--- src/rtl/core/itoa_pkg.sv ---
package itoa_pkg;

    localparam int VALUE_WIDTH = 16;
    localparam int MAG_WIDTH   = VALUE_WIDTH + 1;
    localparam int RADIX_WIDTH = 6;
    localparam int CHAR_WIDTH  = 8;
    localparam int COUNT_WIDTH = $clog2(VALUE_WIDTH + 1);
    localparam int INDEX_WIDTH = $clog2(VALUE_WIDTH);
    localparam int DIV_CNT_WIDTH = $clog2(MAG_WIDTH + 1);

    localparam logic [CHAR_WIDTH-1:0]  CHR_ZERO     = 8'h30;
    localparam logic [CHAR_WIDTH-1:0]  CHR_LETTER_A = 8'h61;
    localparam logic [CHAR_WIDTH-1:0]  CHR_MINUS    = 8'h2d;
    localparam logic [RADIX_WIDTH-1:0] DIGIT_MAX    = 6'd9;
    localparam logic [RADIX_WIDTH-1:0] DECIMAL      = 6'd10;
    localparam logic [RADIX_WIDTH-1:0] RADIX_MIN    = 6'd2;
    localparam logic [RADIX_WIDTH-1:0] RADIX_MAX    = 6'd36;

    typedef struct packed {
        logic                   start;
        logic [MAG_WIDTH-1:0]   dividend;
        logic [RADIX_WIDTH-1:0] divisor;
    } div_req_t;

    typedef struct packed {
        logic                   done;
        logic [MAG_WIDTH-1:0]   quotient;
        logic [RADIX_WIDTH-1:0] remainder;
    } div_resp_t;

    // Register values outside 2..36 are clamped to the nearest legal base.
    function automatic logic [RADIX_WIDTH-1:0] effective_radix(
        input logic [RADIX_WIDTH-1:0] r
    );
        logic [RADIX_WIDTH-1:0] res;
        res = r;
        if (r < RADIX_MIN)
        begin
            res = RADIX_MIN;
        end
        else if (r > RADIX_MAX)
        begin
            res = RADIX_MAX;
        end
        return res;
    endfunction

    function automatic logic [CHAR_WIDTH-1:0] digit_char(
        input logic [RADIX_WIDTH-1:0] d
    );
        logic [CHAR_WIDTH-1:0] d8;
        d8 = CHAR_WIDTH'(d);
        if (d > DIGIT_MAX)
        begin
            return d8 - CHAR_WIDTH'(DECIMAL) + CHR_LETTER_A;
        end
        return d8 + CHR_ZERO;
    endfunction

endpackage

--- src/rtl/core/itoa_divider.sv ---
module itoa_divider (
    input  logic                clk,
    input  logic                rst_n,
    input  itoa_pkg::div_req_t  req,
    output itoa_pkg::div_resp_t resp
);

    logic [itoa_pkg::MAG_WIDTH-1:0]     quo_reg;
    logic [itoa_pkg::RADIX_WIDTH-1:0]   rem_reg;
    logic [itoa_pkg::DIV_CNT_WIDTH-1:0] cnt_reg;
    logic                               busy_reg;
    logic                               done_reg;

    logic [itoa_pkg::RADIX_WIDTH:0]     trial;
    logic [itoa_pkg::RADIX_WIDTH:0]     diff;
    logic                               fits;
    logic [itoa_pkg::RADIX_WIDTH-1:0]   rem_next;

    // One quotient bit per cycle, restoring long division.
    always_comb
    begin
        trial    = {rem_reg, quo_reg[itoa_pkg::MAG_WIDTH-1]};
        diff     = trial - {1'b0, req.divisor};
        fits     = trial >= {1'b0, req.divisor};
        rem_next = fits ? diff[itoa_pkg::RADIX_WIDTH-1:0]
                        : trial[itoa_pkg::RADIX_WIDTH-1:0];
    end

    always_ff @(posedge clk or negedge rst_n)
    begin
        if (!rst_n)
        begin
            busy_reg <= 1'b0;
            done_reg <= 1'b0;
            cnt_reg  <= '0;
        end
        else
        begin
            done_reg <= 1'b0;
            if (req.start)
            begin
                busy_reg <= 1'b1;
                cnt_reg  <= itoa_pkg::DIV_CNT_WIDTH'(itoa_pkg::MAG_WIDTH);
            end
            else if (busy_reg)
            begin
                cnt_reg <= cnt_reg - 1'b1;
                if (cnt_reg == itoa_pkg::DIV_CNT_WIDTH'(1))
                begin
                    busy_reg <= 1'b0;
                    done_reg <= 1'b1;
                end
            end
        end
    end

    always_ff @(posedge clk)
    begin
        if (req.start)
        begin
            quo_reg <= req.dividend;
            rem_reg <= '0;
        end
        else if (busy_reg)
        begin
            quo_reg <= {quo_reg[itoa_pkg::MAG_WIDTH-2:0], fits};
            rem_reg <= rem_next;
        end
    end

    assign resp.done      = done_reg;
    assign resp.quotient  = quo_reg;
    assign resp.remainder = rem_reg;

endmodule

--- src/rtl/core/itoa_digit_store.sv ---
module itoa_digit_store (
    input  logic                             clk,
    input  logic                             wr_en,
    input  logic [itoa_pkg::INDEX_WIDTH-1:0] wr_addr,
    input  logic [itoa_pkg::RADIX_WIDTH-1:0] wr_data,
    input  logic [itoa_pkg::INDEX_WIDTH-1:0] rd_addr,
    output logic [itoa_pkg::RADIX_WIDTH-1:0] rd_data
);

    logic [itoa_pkg::RADIX_WIDTH-1:0] mem [itoa_pkg::VALUE_WIDTH];
    logic [itoa_pkg::RADIX_WIDTH-1:0] rd_data_reg;

    always_ff @(posedge clk)
    begin
        if (wr_en)
        begin
            mem[wr_addr] <= wr_data;
        end
        rd_data_reg <= mem[rd_addr];
    end

    assign rd_data = rd_data_reg;

endmodule

--- src/rtl/core/integer_to_ascii_radix.sv ---
// Converts a 16-bit signed integer into ASCII text in the base held in the
// radix register (2 to 36, decimal after reset). The integer arrives as one
// transfer on the s_ channel; the characters leave on the m_ channel, most
// significant first, with m_tlast on the final one. Only in base 10 is a
// negative value shown as a minus sign and its magnitude; in other bases the
// bit pattern is read as unsigned. Letters for digits above 9 are lower case.
// The user writes the radix through radix_we/radix_wdata only while the
// block is idle; the block itself does not enforce this. Digits are found by
// one shared restoring divider that yields one quotient bit per cycle; each
// digit is a start, 17 bit steps and a write-back of the remainder. Each
// character then has two steps: a digit store read and the load of the
// output register, and a minus sign takes one more step. Zero skips the
// divider and writes its single digit straight into the digit store.
// s_tready is high only while no conversion is in progress; the block accepts
// the next integer while its last character still waits in the output
// register. When the receiver stalls, the output register holds its character
// and the sequencer waits. Reset clears the sequencer and output valid and
// sets the radix back to 10; the digit store needs no clearing.
module integer_to_ascii_radix (
    input  logic        clk,
    input  logic        rst_n,
    input  logic        radix_we,
    input  logic [5:0]  radix_wdata,
    input  logic        s_tvalid,
    output logic        s_tready,
    input  logic [15:0] s_tdata,    // [15:0] value
    output logic        m_tvalid,
    input  logic        m_tready,
    output logic [7:0]  m_tdata,    // [7:0] text_char
    output logic        m_tlast     // last_char
);

    typedef enum logic [5:0] {
        ST_IDLE  = 6'b000001,
        ST_START = 6'b000010,
        ST_WAIT  = 6'b000100,
        ST_SIGN  = 6'b001000,
        ST_FETCH = 6'b010000,
        ST_EMIT  = 6'b100000
    } state_t;

    state_t                             state_reg, state_next;
    logic [itoa_pkg::RADIX_WIDTH-1:0]   radix_reg;
    logic [itoa_pkg::RADIX_WIDTH-1:0]   base_reg, base_next;
    logic                               neg_reg, neg_next;
    logic [itoa_pkg::MAG_WIDTH-1:0]     quot_reg, quot_next;
    logic [itoa_pkg::COUNT_WIDTH-1:0]   count_reg, count_next;
    logic [itoa_pkg::INDEX_WIDTH-1:0]   idx_reg, idx_next;
    logic                               out_valid_reg, out_valid_next;
    logic [itoa_pkg::CHAR_WIDTH-1:0]    out_char_reg, out_char_next;
    logic                               out_last_reg, out_last_next;

    logic [itoa_pkg::VALUE_WIDTH-1:0]   raw;
    logic [itoa_pkg::RADIX_WIDTH-1:0]   base_in;
    logic                               neg_in;
    logic [itoa_pkg::MAG_WIDTH-1:0]     mag_in;
    logic                               slot_free;
    logic                               accept;

    itoa_pkg::div_req_t                 div_req;
    itoa_pkg::div_resp_t                div_resp;

    logic                               st_wr_en;
    logic [itoa_pkg::INDEX_WIDTH-1:0]   st_wr_addr;
    logic [itoa_pkg::RADIX_WIDTH-1:0]   st_wr_data;
    logic [itoa_pkg::RADIX_WIDTH-1:0]   st_rd_data;

    assign s_tready  = (state_reg == ST_IDLE);
    assign accept    = s_tvalid && s_tready;
    assign slot_free = !out_valid_reg || m_tready;

    always_comb
    begin
        raw     = s_tdata[itoa_pkg::VALUE_WIDTH-1:0];
        base_in = itoa_pkg::effective_radix(radix_reg);
        neg_in  = raw[itoa_pkg::VALUE_WIDTH-1] && (base_in == itoa_pkg::DECIMAL);
        // The magnitude is formed in one extra bit so the most negative value fits.
        if (neg_in)
        begin
            mag_in = (itoa_pkg::MAG_WIDTH'(1) << itoa_pkg::VALUE_WIDTH) - {1'b0, raw};
        end
        else
        begin
            mag_in = {1'b0, raw};
        end
    end

    always_comb
    begin
        state_next     = state_reg;
        base_next      = base_reg;
        neg_next       = neg_reg;
        quot_next      = quot_reg;
        count_next     = count_reg;
        idx_next       = idx_reg;
        out_valid_next = out_valid_reg && !m_tready;
        out_char_next  = out_char_reg;
        out_last_next  = out_last_reg;
        st_wr_en       = 1'b0;
        st_wr_addr     = count_reg[itoa_pkg::INDEX_WIDTH-1:0];
        st_wr_data     = div_resp.remainder;
        div_req.start    = 1'b0;
        div_req.dividend = quot_reg;
        div_req.divisor  = base_reg;

        case (state_reg)
            ST_IDLE:
            begin
                if (accept)
                begin
                    base_next = base_in;
                    neg_next  = neg_in;
                    quot_next = mag_in;
                    if (mag_in == '0)
                    begin
                        st_wr_en   = 1'b1;
                        st_wr_addr = '0;
                        st_wr_data = '0;
                        count_next = itoa_pkg::COUNT_WIDTH'(1);
                        idx_next   = '0;
                        state_next = ST_FETCH;
                    end
                    else
                    begin
                        count_next = '0;
                        state_next = ST_START;
                    end
                end
            end
            ST_START:
            begin
                div_req.start = 1'b1;
                state_next    = ST_WAIT;
            end
            ST_WAIT:
            begin
                if (div_resp.done)
                begin
                    st_wr_en   = 1'b1;
                    count_next = count_reg + 1'b1;
                    quot_next  = div_resp.quotient;
                    if ((div_resp.quotient == '0) ||
                        (count_next == itoa_pkg::COUNT_WIDTH'(itoa_pkg::VALUE_WIDTH)))
                    begin
                        idx_next   = count_reg[itoa_pkg::INDEX_WIDTH-1:0];
                        state_next = neg_reg ? ST_SIGN : ST_FETCH;
                    end
                    else
                    begin
                        state_next = ST_START;
                    end
                end
            end
            ST_SIGN:
            begin
                if (slot_free)
                begin
                    out_valid_next = 1'b1;
                    out_char_next  = itoa_pkg::CHR_MINUS;
                    out_last_next  = 1'b0;
                    state_next     = ST_FETCH;
                end
            end
            ST_FETCH:
            begin
                state_next = ST_EMIT;
            end
            ST_EMIT:
            begin
                if (slot_free)
                begin
                    out_valid_next = 1'b1;
                    out_char_next  = itoa_pkg::digit_char(st_rd_data);
                    out_last_next  = (idx_reg == '0);
                    if (idx_reg == '0)
                    begin
                        state_next = ST_IDLE;
                    end
                    else
                    begin
                        idx_next   = idx_reg - 1'b1;
                        state_next = ST_FETCH;
                    end
                end
            end
            default:
            begin
                state_next = ST_IDLE;
            end
        endcase
    end

    always_ff @(posedge clk or negedge rst_n)
    begin
        if (!rst_n)
        begin
            state_reg     <= ST_IDLE;
            radix_reg     <= itoa_pkg::DECIMAL;
            neg_reg       <= 1'b0;
            quot_reg      <= '0;
            count_reg     <= '0;
            idx_reg       <= '0;
            out_valid_reg <= 1'b0;
        end
        else
        begin
            state_reg     <= state_next;
            neg_reg       <= neg_next;
            quot_reg      <= quot_next;
            count_reg     <= count_next;
            idx_reg       <= idx_next;
            out_valid_reg <= out_valid_next;
            if (radix_we)
            begin
                radix_reg <= radix_wdata;
            end
        end
    end

    always_ff @(posedge clk)
    begin
        base_reg     <= base_next;
        out_char_reg <= out_char_next;
        out_last_reg <= out_last_next;
    end

    itoa_divider u_divider (
        .clk   (clk),
        .rst_n (rst_n),
        .req   (div_req),
        .resp  (div_resp)
    );

    itoa_digit_store u_digit_store (
        .clk     (clk),
        .wr_en   (st_wr_en),
        .wr_addr (st_wr_addr),
        .wr_data (st_wr_data),
        .rd_addr (idx_reg),
        .rd_data (st_rd_data)
    );

    assign m_tvalid = out_valid_reg;
    assign m_tdata  = out_char_reg;
    assign m_tlast  = out_last_reg;

endmodule

--- config.mk ---
export PLATFORM = sky130hd
export DESIGN_NAME = integer_to_ascii_radix
export DESIGN_NICKNAME = d
export VERILOG_FILES = /design/src/rtl/core/itoa_pkg.sv /design/src/rtl/core/itoa_divider.sv /design/src/rtl/core/itoa_digit_store.sv /design/src/rtl/core/integer_to_ascii_radix.sv
export SDC_FILE = /design/constraint.sdc
export NUM_CORES = 1
export LEC_CHECK = 0
export BUFFER_PORTS_ARGS = -buffer_cell sky130_fd_sc_hd__buf_2
export CORE_UTILIZATION = 40
export DETAILED_ROUTE_END_ITERATION = 8
export GPL_TIMING_DRIVEN = 0
export MAX_ROUTING_LAYER = met4
export PLACE_DENSITY_LB_ADDON = 0.05
export SYNTH_ARGS = -nofsm -noshare
export SYNTH_HDL_FRONTEND = slang
export SYNTH_HIERARCHICAL = 1
export SYNTH_SLANG_ARGS = --single-unit
--- constraint.sdc ---
create_clock -name clk -period 9.6 [get_ports clk]
set_input_delay 0.96 -clock clk [delete_from_list [all_inputs] [get_ports clk]]
set_output_delay 0.96 -clock clk [all_outputs]
set_load 0.1 [all_outputs]
==> Word-level counts from Yosys, hierarchy flattened <==
Memories as Yosys holds them, arrays and structs flattened. A register that Yosys moved wholly into a read port is not among the register bits.
Cells that the tools add are included.
{ "word_totals": {"register_bits": 85, "ram_bits": 96, "inputBits": 27, "output_inout_bits": 11, "elab_cells": 127, "n_memories": 1} }
{ "op_classes": {"addsub": 8, "order_cmp": 4, "eq_ne": 16, "muxes": 63, "n_reduce_logical": 20} }
{ "mem_list": {"columns": ["memory", "depth", "word_bits", "rd", "rd_ports_with_merged_regs", "wr", "line_no", "rtl"], "rows": [
  ["u_digit_store.mem", 16, 6, 1, 1, 1, "itoa_digit_store.sv:10", "logic [itoa_pkg::RADIX_WIDTH-1:0] mem [itoa_pkg::VALUE_WIDTH];"]
]} }
{ "op_table": {"columns": ["op", "count"], "rows": [
  ["$mux W17", 5],
  ["$mux W6", 10],
  ["$mux W5", 8],
  ["$mux W4", 9],
  ["$pmux W6 S6", 1],
  ["$logic_not A17 Y1", 2],
  ["$pmux W17 S2", 1],
  ["$mux W8", 4],
  ["$mux W1", 20],
  ["$sub A17 B16 Y17 const A", 1],
  ["$pmux W8 S2", 1],
  ["$eq A6 B4 Y1 const B", 2],
  ["$pmux W4 S3", 1],
  ["$pmux W5 S2", 1],
  ["$add A8 B7 Y8 const B", 1],
  ["$ne A2 B2 Y1 const B", 4],
  ["$add A6 B6 Y7 const B", 1],
  ["$ge A7 B6 Y1", 1],
  ["$reduce_and A7 Y1", 1],
  ["$sub A6 B4 Y7 const B", 1],
  ["$eq A6 B1 Y1 const B", 1],
  ["$eq A6 B2 Y1 const B", 1],
  ["$eq A6 B3 Y1 const B", 1],
  ["$eq A6 B5 Y1 const B", 1],
  ["other kinds (22)", 32]
]} }

==> Depth between registers and ports, before layout <==
{ "logic_depth": {"word_depth": 12, "mapped_depth": 13, "ltp_nobuf": 12} }

==> Modules after synthesis <==
Netlist, hierarchy kept.
{ "modules_own_cells": {"columns": ["mod", "n_inst", "cells_each", "area_per_inst_um2", "seq_area_each_um2"], "rows": [
  ["itoa_digit_store", 1, 178, 3895.0, 3002.9],
  ["integer_to_ascii_radix", 1, 427, 3658.5, 1455.1],
  ["itoa_divider", 1, 141, 1636.6, 805.8]
]} }

==> Worst setup path after synthesis <==
Ideal clock, no wire load.
{ "synth_path": {"path_type": "input to register", "start": "in s_tdata[3]", "end": "mem u_digit_store/mem[0][0] (netlist name) (enable)", "setup_ps": 377, "arrival_time_ps": 3986, "required_ps": 9223, "path_slack_ps": 5237, "path_stages": 11, "path_buffers": 2, "cell_sequence": "buf_6 > or4_4 > or4_4 > o21a_1 > o21ai_2 > nor2b_1 > nand4_1 > clkbuf_1 > and2_1 > or3b_2 > nor3_1"} }
{ "synth_between": {"elab_cells_between_ends": 11, "classes_between": "add/sub (1); mux (9); reduce/logical (1)"} }
{ "synth_rtl": {"columns": ["element", "line_no", "rtl"], "rows": [
  ["from (decl)", "integer_to_ascii_radix.sv:26", "input logic [15:0] s_tdata,"],
  ["$sub A17 B16 Y17", "integer_to_ascii_radix.sv:80", "mag_in = (itoa_pkg::MAG_WIDTH'(1) << itoa_pkg::VALUE_WIDTH) - {1'b0, raw};"],
  ["$mux W17 *", "integer_to_ascii_radix.sv:78", "if (neg_in)"],
  ["$logic_not A17 Y1 *", "integer_to_ascii_radix.sv:114", "if (mag_in == '0)"],
  ["$mux W4 *", "integer_to_ascii_radix.sv:114", null],
  ["$mux W4 *", "integer_to_ascii_radix.sv:109", "if (accept)"],
  ["$mux W4 *", "integer_to_ascii_radix.sv:106", "case (state_reg)"],
  ["net st_wr_addr (one bit)", "integer_to_ascii_radix.sv:64", "logic [itoa_pkg::INDEX_WIDTH-1:0] st_wr_addr;"],
  ["to (decl)", "itoa_digit_store.sv:10", null]
]} }
Mark *: on every way through the listed nets, which the timed path passes. The rest lies on a longest branch.

==> Final worst setup path <==
{ "layout_path": {"start": "in s_tdata[1]", "end": "mem u_digit_store/mem[0][3] (netlist name) (enable)"} }
The elaborated chain is that of the path after synthesis.

==> results.sh <==
export IMPL_largest_reg_flops=96
export IMPL_synth_edf_count=128
export IMPL_cts_tree="yes"
export IMPL_antenna_left=0
export IMPL_p_int_mw=1.73
export IMPL_row_count=55
export IMPL_hpwlAfterDp_um=14700
export IMPL_num_vias=6026
export IMPL_drt_iter0_drc=427
export IMPL_die_h_um=154
export IMPL_start_util_pct=40.7
export IMPL_period_share_pct=52.1
export IMPL_fill_cells=2049
export IMPL_syn_nets=793
export IMPL_cts_sinks=187
export IMPL_cts_made_buffers=17
export IMPL_tightestPinTransition_ns=1.15
export IMPL_cts_setup_buffers=0
export IMPL_dominantRegCellSynth="edfxtp_1"
export IMPL_finalPower_mw=2.58
export IMPL_worstRegToRegCells=12
export IMPL_htreeDepth=4
export IMPL_clk_pin_slew_worst_paths_ns=0.08
export IMPL_slew_limit_headroom_pct=23.4
export IMPL_grt_use_total_pct=18.9
export IMPL_syn2layout_area_growth_pct=12.8
export IMPL_hold_buffers=0
export IMPL_die_area_um2=23600
export IMPL_hold_depth=2
export IMPL_switching_power_mw=0.856
export IMPL_hold_class="reg -> reg"
export IMPL_cts_root_buf="clkbuf_16"
export IMPL_wl_per_cell_um=18.4
export IMPL_grt_first_pass_wirelength_um=33700
export IMPL_multiInputGateArea_um2=3620
export IMPL_drive_above_1_share_pct=15.8
export IMPL_rsz0062_at_grt="no"
export IMPL_fin_nets=845
export IMPL_cp_data_required_time_ns=9.64
export IMPL_path_max_fanout=10
export IMPL_grt_pass1_vias=6214
export IMPL_viasPerCell=5.50
export IMPL_fin_skew_ns=0.0143
export IMPL_fmax_ghz=0.200
export IMPL_clkPwrFrac_pct=29.1
export IMPL_critical_path_class="in -> reg"
export IMPL_core_area_um2=22600
export IMPL_cp_data_arrival_time_ns=5.05
export IMPL_hold_viol=0
export IMPL_grt_start_max_net_pins=48
export IMPL_gp_routability_congestion=0.915
export IMPL_clk_path_buf_depth=2
export IMPL_overflow=0
export IMPL_dr_pass1_iters=6
export IMPL_finalSetupTns_ns=0
export IMPL_io_pins=38
export IMPL_ys_warn_count=6
export IMPL_async_reset_ff_share_pct=25.1
export IMPL_portBuffers=33
export IMPL_postSynthCellCount=746
export IMPL_die_x_um=154
export IMPL_synth_seq_cells=187
export IMPL_diodes=0
export IMPL_startpoint_type="primary input"
export IMPL_antenna_found_initial=0
export IMPL_syn_area_per_cell_um2=12.3
export IMPL_wl_um=20200
export IMPL_swShare_pct=33.1
export IMPL_status="finished, final reports clean"
export IMPL_cap_violations=0
export IMPL_critPathCaptureType="flop"
export IMPL_slew_viol_final=0
export IMPL_register_area_um2=5260
export IMPL_period_minus_slack_ns=5.00
export IMPL_seq_area_frac_synth_pct=57.3
export IMPL_drc=0
export IMPL_pwr_share_comb_pct=26.0
export IMPL_peakVddDrop_uv=125
export IMPL_netlist_area_um2=9190
export IMPL_seq_power_share_pct=44.9
export IMPL_synth_distinct_cells=72
export IMPL_setup_viol=0
export IMPL_clock_latency_ns=0.43
export IMPL_p_per_area_nw_per_um2=249
export IMPL_cts_resized_gates=0
export IMPL_leakage_nw=3.80
layout by cell type, fill, tap and decap left out, drive strengths merged, types with 19 or more instances in the layout:
| cell | netlist | final |
|---|---|---|
| dfrtp | 44 | 44 |
| ha | 19 | 19 |
| o21ai | 47 | 47 |
| nor2 | 63 | 63 |
| inv | 30 | 34 |
| nand2 | 63 | 63 |
| mux4 | 24 | 24 |
| edfxtp | 128 | 128 |
| a21oi | 31 | 31 |
| buf | 11 | 44 |
| clkbuf | 25 | 42 |
| mux2 | 24 | 24 |
synth_stat cells (all sizes together), types with 5 or more instances:
master	count	share of area, %
nand4	6	0.57
and2	14	0.95
a31oi	6	0.41
nor4	7	0.48
nand2b	14	0.95
nand2	63	2.6
mux2	24	2.9
xor2	14	1.3
mux2i	10	1.1
mux4	24	6.4
xnor2	14	1.3
dfrtp	44	12
nand3	14	0.76
a21oi	31	1.7
nor2b	11	0.75
clkbuf	25	1.0
nand3b	5	0.41
ha	19	2.6
inv	30	1.2
a22oi	13	1.1
dfxtp	12	2.6
buf	11	1.0
edfxtp	128	42
o22ai	7	0.48
o21ai	47	2.6
nor2	63	2.6
nor3	14	0.76
a211oi	10	0.87
per-stage QoR:
step / instances / instance area [µm²] / setup slack [ns] / utilization [%] / hold WS [ns]
after CTS: 1096 / 10400 / 4.50 / 45.9 / 0.484
final: 1096 / 10400 / 4.60 / 45.9 / 0.483
after global routing: 1096 / 10400 / 4.12 / 45.9 / 0.512
after global placement: 1064 / 9710 / 4.22 / 43.0 / 0.456
after detailed placement: 1064 / 9710 / 4.16 / 43.0 / 0.466
after floorplan: 746 / 9190 / 5.24 / - / 0.444
final cells by class:
class / instances / area share, %
sequential: 187 / 50.8
buffer: 36 / 1.82
multi-input combinational: 493 / 35.0
tap: 285 / 3.44
inverter: 30 / 1.09
clock inverter: 15 / 2.22
timing repair buffer: 33 / 1.59
clock buffer: 17 / 4.10
per-layer routing:
layer | up-vias | wire [µm] | part of all wire (%) | GRT usage [%]
li1 | 2892 | - | - | -
met1 | 2965 | 9250 | 46 | 24.8
met2 | 153 | 9900 | 49 | 30.8
met3 | 16 | 803 | 4.0 | 2.87
met4 | 0 | 229 | 1.1 | 5.00
met5 | - | 0 | 0 | -
power groups by stage:
stage,registers [mW],logic (mW),clock network (mW)
final,1.16,0.672,0.751
after global routing,1.18,0.763,0.803
after CTS,1.16,0.681,0.768
after detailed placement,1.18,0.678,0
after global placement,1.18,0.657,0
after floorplan,1.14,0.508,0
path summary, 6_finish.rpt:
path	start	slack [ns]	end
min in group asynchronous	rst_n	0.76	state_reg[4]
hold / removal	quot_reg[8]	0.48	quot_reg[8]
setup / recovery	s_tdata[1]	4.60	u_digit_store/mem[0][3]
setup reg to reg	radix_reg[1]	4.60	u_digit_store/mem[0][3]
max in group asynchronous	rst_n	8.12	u_divider/cnt_reg[4]
hold reg to reg	quot_reg[8]	0.48	quot_reg[8]
worst max-delay path, cell delays in order:
cell and delay, ns:
buf_2 0.12, inv_1 0.07, ha_1 0.26, nor4b_2 0.42
and2_1 0.30, a21oi_1 0.11, xnor2_1 0.31, nand2_1 0.09
nor4b_1 0.33, nand4_1 0.29, clkbuf_1 0.27, and2_1 0.23
or3b_2 0.52, nor3_1 0.75
cells by family (layout without fill, tap and decap cells):
| kind of cell | Yosys count | after routing | synth area share [%] |
|---|---|---|---|
| simple gates | 244 | 244 | 13.7 |
| flops | 187 | 187 | 57.3 |
| compound gates | 142 | 142 | 9.73 |
| buf+inv | 66 | 131 | 3.28 |
| mux | 58 | 58 | 10.4 |
| xor+xnor | 28 | 28 | 2.67 |
| fa+ha+maj | 21 | 21 | 2.91 |
Power figures use the tool's default switching activity.
